`config.mk`:
```
export PLATFORM = sky130hd
export DESIGN_NAME = sjf_nonpreemptive_scheduler
export DESIGN_NICKNAME = d
export VERILOG_FILES = /design/src/hw/rtl/sjfs_pkg.sv /design/src/hw/rtl/sjfs_ram.sv /design/src/hw/rtl/sjfs_scan.sv /design/src/hw/rtl/sjf_nonpreemptive_scheduler.sv
export SDC_FILE = /design/constraint.sdc
export NUM_CORES = 1
export LEC_CHECK = 0
export BUFFER_PORTS_ARGS = -buffer_cell sky130_fd_sc_hd__clkbuf_2
export CAP_MARGIN = 30
export CELL_PAD_IN_SITES_DETAIL_PLACEMENT = 0
export CELL_PAD_IN_SITES_GLOBAL_PLACEMENT = 1
export CORE_MARGIN = 5
export CORE_UTILIZATION = 56
export CTS_CLUSTER_SIZE = 20
export DETAILED_ROUTE_END_ITERATION = 10
export PLACE_DENSITY_LB_ADDON = 0.1
export SLEW_MARGIN = 20
export SYNTH_ARGS = -nofsm -noshare
export SYNTH_HDL_FRONTEND = slang
export SYNTH_SLANG_ARGS = --single-unit
```
`constraint.sdc`:
```
create_clock -name aclk -period 22.9 [get_ports aclk]
set_input_delay 4.58 -clock aclk [delete_from_list [all_inputs] [get_ports aclk]]
set_output_delay 4.58 -clock aclk [all_outputs]
set_load 0.02 [all_outputs]
```
`src/hw/rtl/sjfs_pkg.sv`:
```
package sjfs_pkg;

    // field widths
    localparam int BURST_W = 16;
    localparam int ARR_W   = 16;
    localparam int TIME_W  = 21;
    localparam int SUM_W   = 25;
    localparam int PIDX_W  = 4;

    // input word: burst_time, arrival_time
    localparam int S_TDATA_W = 32;

    // output word layout, lowest bit up
    localparam int M_PIDX_LO  = 0;
    localparam int M_START_LO = M_PIDX_LO + PIDX_W;
    localparam int M_COMP_LO  = M_START_LO + TIME_W;
    localparam int M_WAIT_LO  = M_COMP_LO + TIME_W;
    localparam int M_TAT_LO   = M_WAIT_LO + TIME_W;
    localparam int M_TWAIT_LO = M_TAT_LO + TIME_W;
    localparam int M_TTAT_LO  = M_TWAIT_LO + SUM_W;
    localparam int M_USED_W   = M_TTAT_LO + SUM_W;
    localparam int M_TDATA_W  = ((M_USED_W + 7) / 8) * 8;
    localparam int M_PAD_W    = M_TDATA_W - M_USED_W;

    typedef enum logic [2:0] {
        ST_LOAD,
        ST_SCAN,
        ST_WAIT,
        ST_PICK,
        ST_EMIT
    } sched_state_t;

    // outcome of one pass over the process table
    typedef struct packed {
        logic [BURST_W-1:0] burst;
        logic [ARR_W-1:0]   arrival;
        logic [TIME_W-1:0]  start_time;
    } scan_res_t;

endpackage

```
`src/hw/rtl/sjfs_ram.sv`:
```
module sjfs_ram #(
    parameter int WIDTH = 32,
    parameter int DEPTH = 16
) (
    input  logic                     aclk,
    input  logic                     we,
    input  logic [$clog2(DEPTH > 1 ? DEPTH : 2)-1:0] addr,
    input  logic [WIDTH-1:0]         wdata,
    output logic [WIDTH-1:0]         rdata
);

    logic [WIDTH-1:0] mem [DEPTH];

    // single port, registered read
    always_ff @(posedge aclk) begin
        if (we) begin
            mem[addr] <= wdata;
        end
        rdata <= mem[addr];
    end

endmodule

```
`src/hw/rtl/sjfs_scan.sv`:
```
module sjfs_scan #(
    parameter int IDX_W = 4
) (
    input  logic                      aclk,
    input  logic                      aresetn,
    input  logic                      clr,
    input  logic                      ent_vld,
    input  logic                      ent_done,
    input  logic [IDX_W-1:0]          ent_idx,
    input  logic [sjfs_pkg::BURST_W-1:0] ent_burst,
    input  logic [sjfs_pkg::ARR_W-1:0]   ent_arrival,
    input  logic [sjfs_pkg::TIME_W-1:0]  cur_time,
    output sjfs_pkg::scan_res_t       res,
    output logic [IDX_W-1:0]          res_idx
);
    import sjfs_pkg::*;

    // best arrived entry
    logic               fnd_reg;
    logic [BURST_W-1:0] b_burst_reg;
    logic [ARR_W-1:0]   b_arr_reg;
    logic [IDX_W-1:0]   b_idx_reg;
    // earliest pending entry, shortest burst among equal arrivals
    logic               any_reg;
    logic [BURST_W-1:0] e_burst_reg;
    logic [ARR_W-1:0]   e_arr_reg;
    logic [IDX_W-1:0]   e_idx_reg;

    logic arrived;
    logic take_best;
    logic take_early;

    // compare one entry against both candidates
    always_comb begin
        arrived    = !ent_done && (TIME_W'(ent_arrival) <= cur_time);
        take_best  = ent_vld && arrived &&
                     (!fnd_reg || (ent_burst < b_burst_reg) ||
                      ((ent_burst == b_burst_reg) && (ent_arrival < b_arr_reg)));
        take_early = ent_vld && !ent_done &&
                     (!any_reg || (ent_arrival < e_arr_reg) ||
                      ((ent_arrival == e_arr_reg) && (ent_burst < e_burst_reg)));
    end

    // candidate flags
    always_ff @(posedge aclk) begin
        if (!aresetn || clr) begin
            fnd_reg <= 1'b0;
            any_reg <= 1'b0;
        end else begin
            if (take_best) begin
                fnd_reg <= 1'b1;
            end
            if (take_early) begin
                any_reg <= 1'b1;
            end
        end
    end

    // candidate payload
    always_ff @(posedge aclk) begin
        if (take_best) begin
            b_burst_reg <= ent_burst;
            b_arr_reg   <= ent_arrival;
            b_idx_reg   <= ent_idx;
        end
        if (take_early) begin
            e_burst_reg <= ent_burst;
            e_arr_reg   <= ent_arrival;
            e_idx_reg   <= ent_idx;
        end
    end

    // best arrived entry starts now; idle CPU: time jumps to the earliest pending arrival
    always_comb begin
        if (fnd_reg) begin
            res.burst      = b_burst_reg;
            res.arrival    = b_arr_reg;
            res.start_time = cur_time;
            res_idx        = b_idx_reg;
        end else begin
            res.burst      = e_burst_reg;
            res.arrival    = e_arr_reg;
            res.start_time = TIME_W'(e_arr_reg);
            res_idx        = e_idx_reg;
        end
    end

endmodule

```
`src/hw/rtl/sjf_nonpreemptive_scheduler.sv`:
```
// Loading: one word per cycle; the word with s_tlast starts scheduling.
// For each result, the table is read once per entry through the single
// RAM port, the last read is left to land, then the scheduler picks and
// emits. A stalled output register holds the emit.
// Loading resumes once the last result is in the output register.
// aresetn is synchronous, active low, and clears the set.
module sjf_nonpreemptive_scheduler #(
    parameter int MAX_PROCS = 16
) (
    input  logic                             aclk,
    input  logic                             aresetn,
    input  logic                             s_tvalid,
    output logic                             s_tready,
    // burst[15:0], arrival[31:16]
    input  logic [sjfs_pkg::S_TDATA_W-1:0]   s_tdata,
    input  logic                             s_tlast,
    output logic                             m_tvalid,
    input  logic                             m_tready,
    // process_index[3:0], start_time[24:4], completion_time[45:25],
    // wait[66:46], turnaround_time[87:67], total_waiting[112:88],
    // total_turnaround[137:113], zero pad[143:138]
    output logic [sjfs_pkg::M_TDATA_W-1:0]   m_tdata,
    output logic                             m_tlast
);
    import sjfs_pkg::*;

    localparam int IDX_W = (MAX_PROCS > 1) ? $clog2(MAX_PROCS) : 1;
    localparam int CNT_W = $clog2(MAX_PROCS + 1);
    localparam int IDX_EXT_W = IDX_W + PIDX_W;

    sched_state_t state_reg, state_next;

    logic [CNT_W-1:0]     loaded_cnt_reg;
    logic [CNT_W-1:0]     emit_cnt_reg;
    logic [IDX_W-1:0]     scan_cnt_reg;
    logic                 rd_vld_reg;
    logic [IDX_W-1:0]     rd_idx_reg;
    logic [MAX_PROCS-1:0] done_reg;
    logic [TIME_W-1:0]    cur_time_reg;
    logic [SUM_W-1:0]     wsum_reg, wsum_next;
    logic [SUM_W-1:0]     tsum_reg, tsum_next;

    logic [IDX_W-1:0]     pick_idx_reg;
    logic [TIME_W-1:0]    start_reg, comp_reg, wait_reg, tat_reg;

    logic                 m_tvalid_reg;
    logic [M_TDATA_W-1:0] m_tdata_reg;
    logic                 m_tlast_reg;

    logic                 s_fire;
    logic                 ram_we;
    logic [IDX_W-1:0]     ram_addr;
    logic [S_TDATA_W-1:0] ram_rdata;
    logic [CNT_W-1:0]     last_addr;
    logic                 last_issue;
    logic                 out_free;
    logic                 is_final;
    logic                 emit_go;
    logic                 scan_clr;
    logic [TIME_W-1:0]    comp_calc, wait_calc, tat_calc;
    logic [IDX_EXT_W-1:0] pidx_ext;

    scan_res_t            scan_res;
    logic [IDX_W-1:0]     scan_idx;

    // control
    always_comb begin
        s_tready   = (state_reg == ST_LOAD);
        s_fire     = s_tvalid && s_tready;
        ram_we     = s_fire && (loaded_cnt_reg < CNT_W'(MAX_PROCS));
        ram_addr   = (state_reg == ST_LOAD) ? loaded_cnt_reg[IDX_W-1:0] : scan_cnt_reg;
        last_addr  = loaded_cnt_reg - CNT_W'(1);
        last_issue = (scan_cnt_reg == last_addr[IDX_W-1:0]);
        out_free   = !m_tvalid_reg || m_tready;
        is_final   = ((emit_cnt_reg + CNT_W'(1)) == loaded_cnt_reg);
        emit_go    = (state_reg == ST_EMIT) && out_free;
        scan_clr   = (state_reg == ST_SCAN) && (scan_cnt_reg == '0);

        state_next = state_reg;
        unique case (state_reg)
            ST_LOAD: begin
                if (s_fire && s_tlast) begin
                    state_next = ST_SCAN;
                end
            end
            ST_SCAN: begin
                if (last_issue) begin
                    state_next = ST_WAIT;
                end
            end
            ST_WAIT: state_next = ST_PICK;
            ST_PICK: state_next = ST_EMIT;
            ST_EMIT: begin
                if (out_free) begin
                    state_next = is_final ? ST_LOAD : ST_SCAN;
                end
            end
            default: state_next = ST_LOAD;
        endcase
    end

    // timing of the chosen process
    always_comb begin
        comp_calc = scan_res.start_time + TIME_W'(scan_res.burst);
        wait_calc = scan_res.start_time - TIME_W'(scan_res.arrival);
        tat_calc  = comp_calc - TIME_W'(scan_res.arrival);
        wsum_next = wsum_reg + SUM_W'(wait_reg);
        tsum_next = tsum_reg + SUM_W'(tat_reg);
        pidx_ext  = IDX_EXT_W'(pick_idx_reg);
    end

    // control state
    always_ff @(posedge aclk) begin
        if (!aresetn) begin
            state_reg      <= ST_LOAD;
            loaded_cnt_reg <= '0;
            emit_cnt_reg   <= '0;
            scan_cnt_reg   <= '0;
            rd_vld_reg     <= 1'b0;
            done_reg       <= '0;
            cur_time_reg   <= '0;
            wsum_reg       <= '0;
            tsum_reg       <= '0;
            m_tvalid_reg   <= 1'b0;
        end else begin
            state_reg  <= state_next;
            rd_vld_reg <= (state_reg == ST_SCAN);

            if (ram_we) begin
                loaded_cnt_reg <= loaded_cnt_reg + CNT_W'(1);
            end

            if (state_reg == ST_SCAN) begin
                scan_cnt_reg <= last_issue ? '0 : scan_cnt_reg + IDX_W'(1);
            end

            if (emit_go) begin
                m_tvalid_reg <= 1'b1;
            end else if (m_tready) begin
                m_tvalid_reg <= 1'b0;
            end

            // retire the chosen process; the set clears after its last word
            if (emit_go) begin
                if (is_final) begin
                    loaded_cnt_reg <= '0;
                    emit_cnt_reg   <= '0;
                    done_reg       <= '0;
                    cur_time_reg   <= '0;
                    wsum_reg       <= '0;
                    tsum_reg       <= '0;
                end else begin
                    emit_cnt_reg           <= emit_cnt_reg + CNT_W'(1);
                    done_reg[pick_idx_reg] <= 1'b1;
                    cur_time_reg           <= comp_reg;
                    wsum_reg               <= wsum_next;
                    tsum_reg               <= tsum_next;
                end
            end
        end
    end

    // payload
    always_ff @(posedge aclk) begin
        rd_idx_reg <= scan_cnt_reg;
        if (state_reg == ST_PICK) begin
            pick_idx_reg <= scan_idx;
            start_reg    <= scan_res.start_time;
            comp_reg     <= comp_calc;
            wait_reg     <= wait_calc;
            tat_reg      <= tat_calc;
        end
        if (emit_go) begin
            m_tdata_reg <= {{M_PAD_W{1'b0}}, tsum_next, wsum_next, tat_reg, wait_reg,
                            comp_reg, start_reg, pidx_ext[PIDX_W-1:0]};
            m_tlast_reg <= is_final;
        end
    end

    // process table: burst in the low half, arrival in the high half
    sjfs_ram #(
        .WIDTH (S_TDATA_W),
        .DEPTH (MAX_PROCS)
    ) u_table (
        .aclk  (aclk),
        .we    (ram_we),
        .addr  (ram_addr),
        .wdata (s_tdata),
        .rdata (ram_rdata)
    );

    sjfs_scan #(
        .IDX_W (IDX_W)
    ) u_scan (
        .aclk        (aclk),
        .aresetn     (aresetn),
        .clr         (scan_clr),
        .ent_vld     (rd_vld_reg),
        .ent_done    (done_reg[rd_idx_reg]),
        .ent_idx     (rd_idx_reg),
        .ent_burst   (ram_rdata[BURST_W-1:0]),
        .ent_arrival (ram_rdata[S_TDATA_W-1:BURST_W]),
        .cur_time    (cur_time_reg),
        .res         (scan_res),
        .res_idx     (scan_idx)
    );

    assign m_tvalid = m_tvalid_reg;
    assign m_tdata  = m_tdata_reg;
    assign m_tlast  = m_tlast_reg;

endmodule

```
==> results.toml <==
[detailed_routing]
wl_per_cell_um = 23.5
drc = 0
dr.first_iter.drc_count = 2050
drt.antenna.violating_nets = 0
routed_via_density = 5.94
drtPass1Iterations = 6
wirelength_um = 94300
num_vias = 23800

[timing]
slew_viol_final = 0
finalCriticalPeriod_ns = 6.63
rsz0062_at_grt = "no"
hold_ws_ns = 0.420
hold_viol_final = 0
max_clock_freq_mhz = 151
tns_ns = 0
worstMarginPinSlew_ns = 0.984
slew_headroom_pct = 33.7
setup_slack_ns = 16.27
setup_viol = 0
period_share_pct = 28.9
fin_skew_ns = 0.0591

[clocking]
cts_tree = "built"
cts_inserted_buffers = 96
htree_levels = 3
clockBufferDepth = 3
cts_setup_buffers = 0
clkTransAtPathRegs_ns = 0.06
worstSkewPairLatency_ns = 0.66
cts-root-buf = "clkbuf_16"
postCtsResizedCells = 0
ctsHoldBuffers = 0
cts.sinks = 955

[finish]
synthToLayoutAreaGrowth_pct = 13.3
drive_gt1_share_pct = 17.7
multi_input_area_um2 = 12700
fin_util_pct = 64.2
nets = 3196
largest_register_ffs = 512
fillers = 5206
seqCellArea_um2 = 27200

[logic_synthesis]
synth.mux.area_fraction_pct = 8.13
synthArstFlopShare_pct = 0
ys_seq_area_share_pct = 66.9
synthCells = 2769
avgSynthCellArea_um2 = 14.7
ys_seq_elements = 955
synth-xor-area-share_pct = 2.37
synthAdderAreaFrac_pct = 5.53
yosys.area_share.simple_pct = 7.38
ys.flop_type = "edfxtp_1"
ys_warn_count = 0
synth_top_family_by_area = "multiplexers"
netlist_top_cells_area = "edfxtp_1 60%, mux4_2 7.4%, dfxtp_1 7.1%"
synth_compound_area_share_pct = 7.38
synth_top_area_share_pct = 59.9
synth_edf_count = 811
synth_top_cell_by_area = "edfxtp_1"
synth_area_um2 = 40700
ys_types = 83

[global_route]
grt_pass1_vias = 24300
grt_pass1_wl_um = 143000
antenna_found_initial = 0
grtUsageTotal_pct = 23.8
grt_max_degree = 79
gr-total-overflow = 0

[power_and_ir_drop]
powerDensity_nw_per_um2 = 93.4
p_total_mw = 4.30
ir_worst_vdd_v = 0.0000739
p_leak_nw = 16.6

[worst_setup_path]
crit_path_end_kind = "flop"
critPathKind = "in2reg"
cp.required_ns = 23.49
worstSetupStartpointType = "input pin"
worstPathArrival_ns = 7.21
crit_fanout = 63

[place]
hpwl_um = 63200
place.gp.congestion = 0.902
dpl_worst_slack_ns = 15.63
place.port_buffers = 177

[floorplanning]
dieArea_um2 = 78100
dieWidth_um = 280
die_h_um = 280
io_pins = 184
core_area_um2 = 71700
rows = 98
start_util_pct = 56.7

[status]
outcome = "completed"

[run]
drv_cap = 0

[worst_hold_path]
worstHoldPathType = "reg2reg"
where the power goes:
group	leakage, nW	switching (mW)	internal, mW
Sequential	8.50	0.0531	1.98
Clock	1.54	0.654	0.892
Combinational	6.53	0.418	0.305
Total	16.6	1.13	3.18
through the flow:
stage / area (um2) / instances
floorplan: 40700 / 2774
global placement: 42800 / 3828
detailed placement: 42900 / 3833
CTS: 46100 / 4013
global route: 46100 / 4015
finish: 46100 / 4016
kinds of logic (layout without fill, tap and decap cells):
kind of cell             count (synthesis)  count (layout)
XOR/XNOR                               110             110
AND/OR/NAND/NOR                        658             658
buffers and inverters                  235             526
other                                    1               7
flip-flops                             955             955
multiplexers                           163             163
adder cells (fa/ha/maj)                177             177
AO/OA/AOI/OAI                          470             470
path summary, 6_finish.rpt:
check | startpoint | endpoint | slack (ns) | cells past startpoint
setup / recovery | m_tready | wsum_reg[5]$_SDFFE_PN0P_ | 16.27 | 8
hold / removal | start_reg[10]$_DFFE_PP_ | m_tdata[14]$_DFFE_PP_ | 0.42 | 0
setup reg to reg | u_scan.fnd_reg$_SDFFE_PP0P_ | tat_reg[19]$_DFFE_PP_ | 17.00 | 17
hold reg to reg | start_reg[10]$_DFFE_PP_ | m_tdata[14]$_DFFE_PP_ | 0.42 | 0
worst max-delay path, cell delays in order:
cell and delay, ns:
clkbuf_2 0.08, nor2b_1 0.07, nand2b_4 0.17, inv_6 0.41, buf_4 0.70, buf_4 0.72
nand3_1 0.15, a21oi_1 0.18
cell usage after synthesis (all sizes together), types with 5 or more instances:
master     n
o22ai      5
and3      42
fa         5
mux2       8
nand2b    19
nand3     69
a21boi     6
mux4     133
inv      125
a21oi    142
a211oi    15
clkbuf    88
xor2      33
nor3      36
nor2b     28
nor2     146
or2        5
and2       7
o21a      18
nand4     17
buf       20
o21ai     95
mux2i     22
ha       171
xnor2     77
nand2    262
a31oi     48
o211ai     8
or3       10
a22oi     31
o31ai     10
a2111oi    5
edfxtp   811
dfxtp    144
a21o      45
area by class of cell:
type / instances / share of cell area (%)
Sequential cell: 955 / 59.1
Multi-Input combinational cell: 1584 / 27.6
Clock buffer: 120 / 5.50
Timing Repair Buffer: 219 / 2.83
Tap cell: 950 / 2.58
Clock inverter: 60 / 1.34
Inverter: 127 / 1.05
Antenna cell: 1 / 0.00543
metal layers:
| metal | vias to the layer above | routed length, um | global-route usage [%] | part of all wire, % |
|---|---|---|---|---|
| li1 | 11000 | - | - | - |
| met1 | 12000 | 37500 | 31.1 | 40 |
| met2 | 768 | 48300 | 41.7 | 51 |
| met3 | 158 | 5500 | 3.35 | 5.8 |
| met4 | 0 | 3050 | 7.78 | 3.2 |
| met5 | - | 0 | 0 | 0 |
placed cells by master, fill, tap and decap left out, drive strengths merged, types with 7 or more instances in the layout:
cell / netlist / layout
edfxtp: 811 / 811
a22oi: 31 / 31
a211oi: 15 / 15
a21oi: 142 / 142
inv: 125 / 131
clkbuf: 88 / 298
or3: 10 / 10
mux2: 8 / 8
nor3: 36 / 36
bufinv: 0 / 9
and2: 7 / 7
a21o: 45 / 45
xnor2: 77 / 77
nand3: 69 / 69
nand4: 17 / 17
buf: 20 / 41
a31oi: 48 / 48
o31ai: 10 / 10
ha: 171 / 171
nand2: 262 / 262
o211ai: 8 / 8
o21ai: 95 / 95
nor2: 146 / 146
mux4: 133 / 133
nand2b: 19 / 19
dfxtp: 144 / 144
xor2: 33 / 33
mux2i: 22 / 22
and3: 42 / 42
nor2b: 28 / 28
clkinv: 2 / 46
o21a: 18 / 18
No activity file was read; power rests on OpenSTA's default activity.
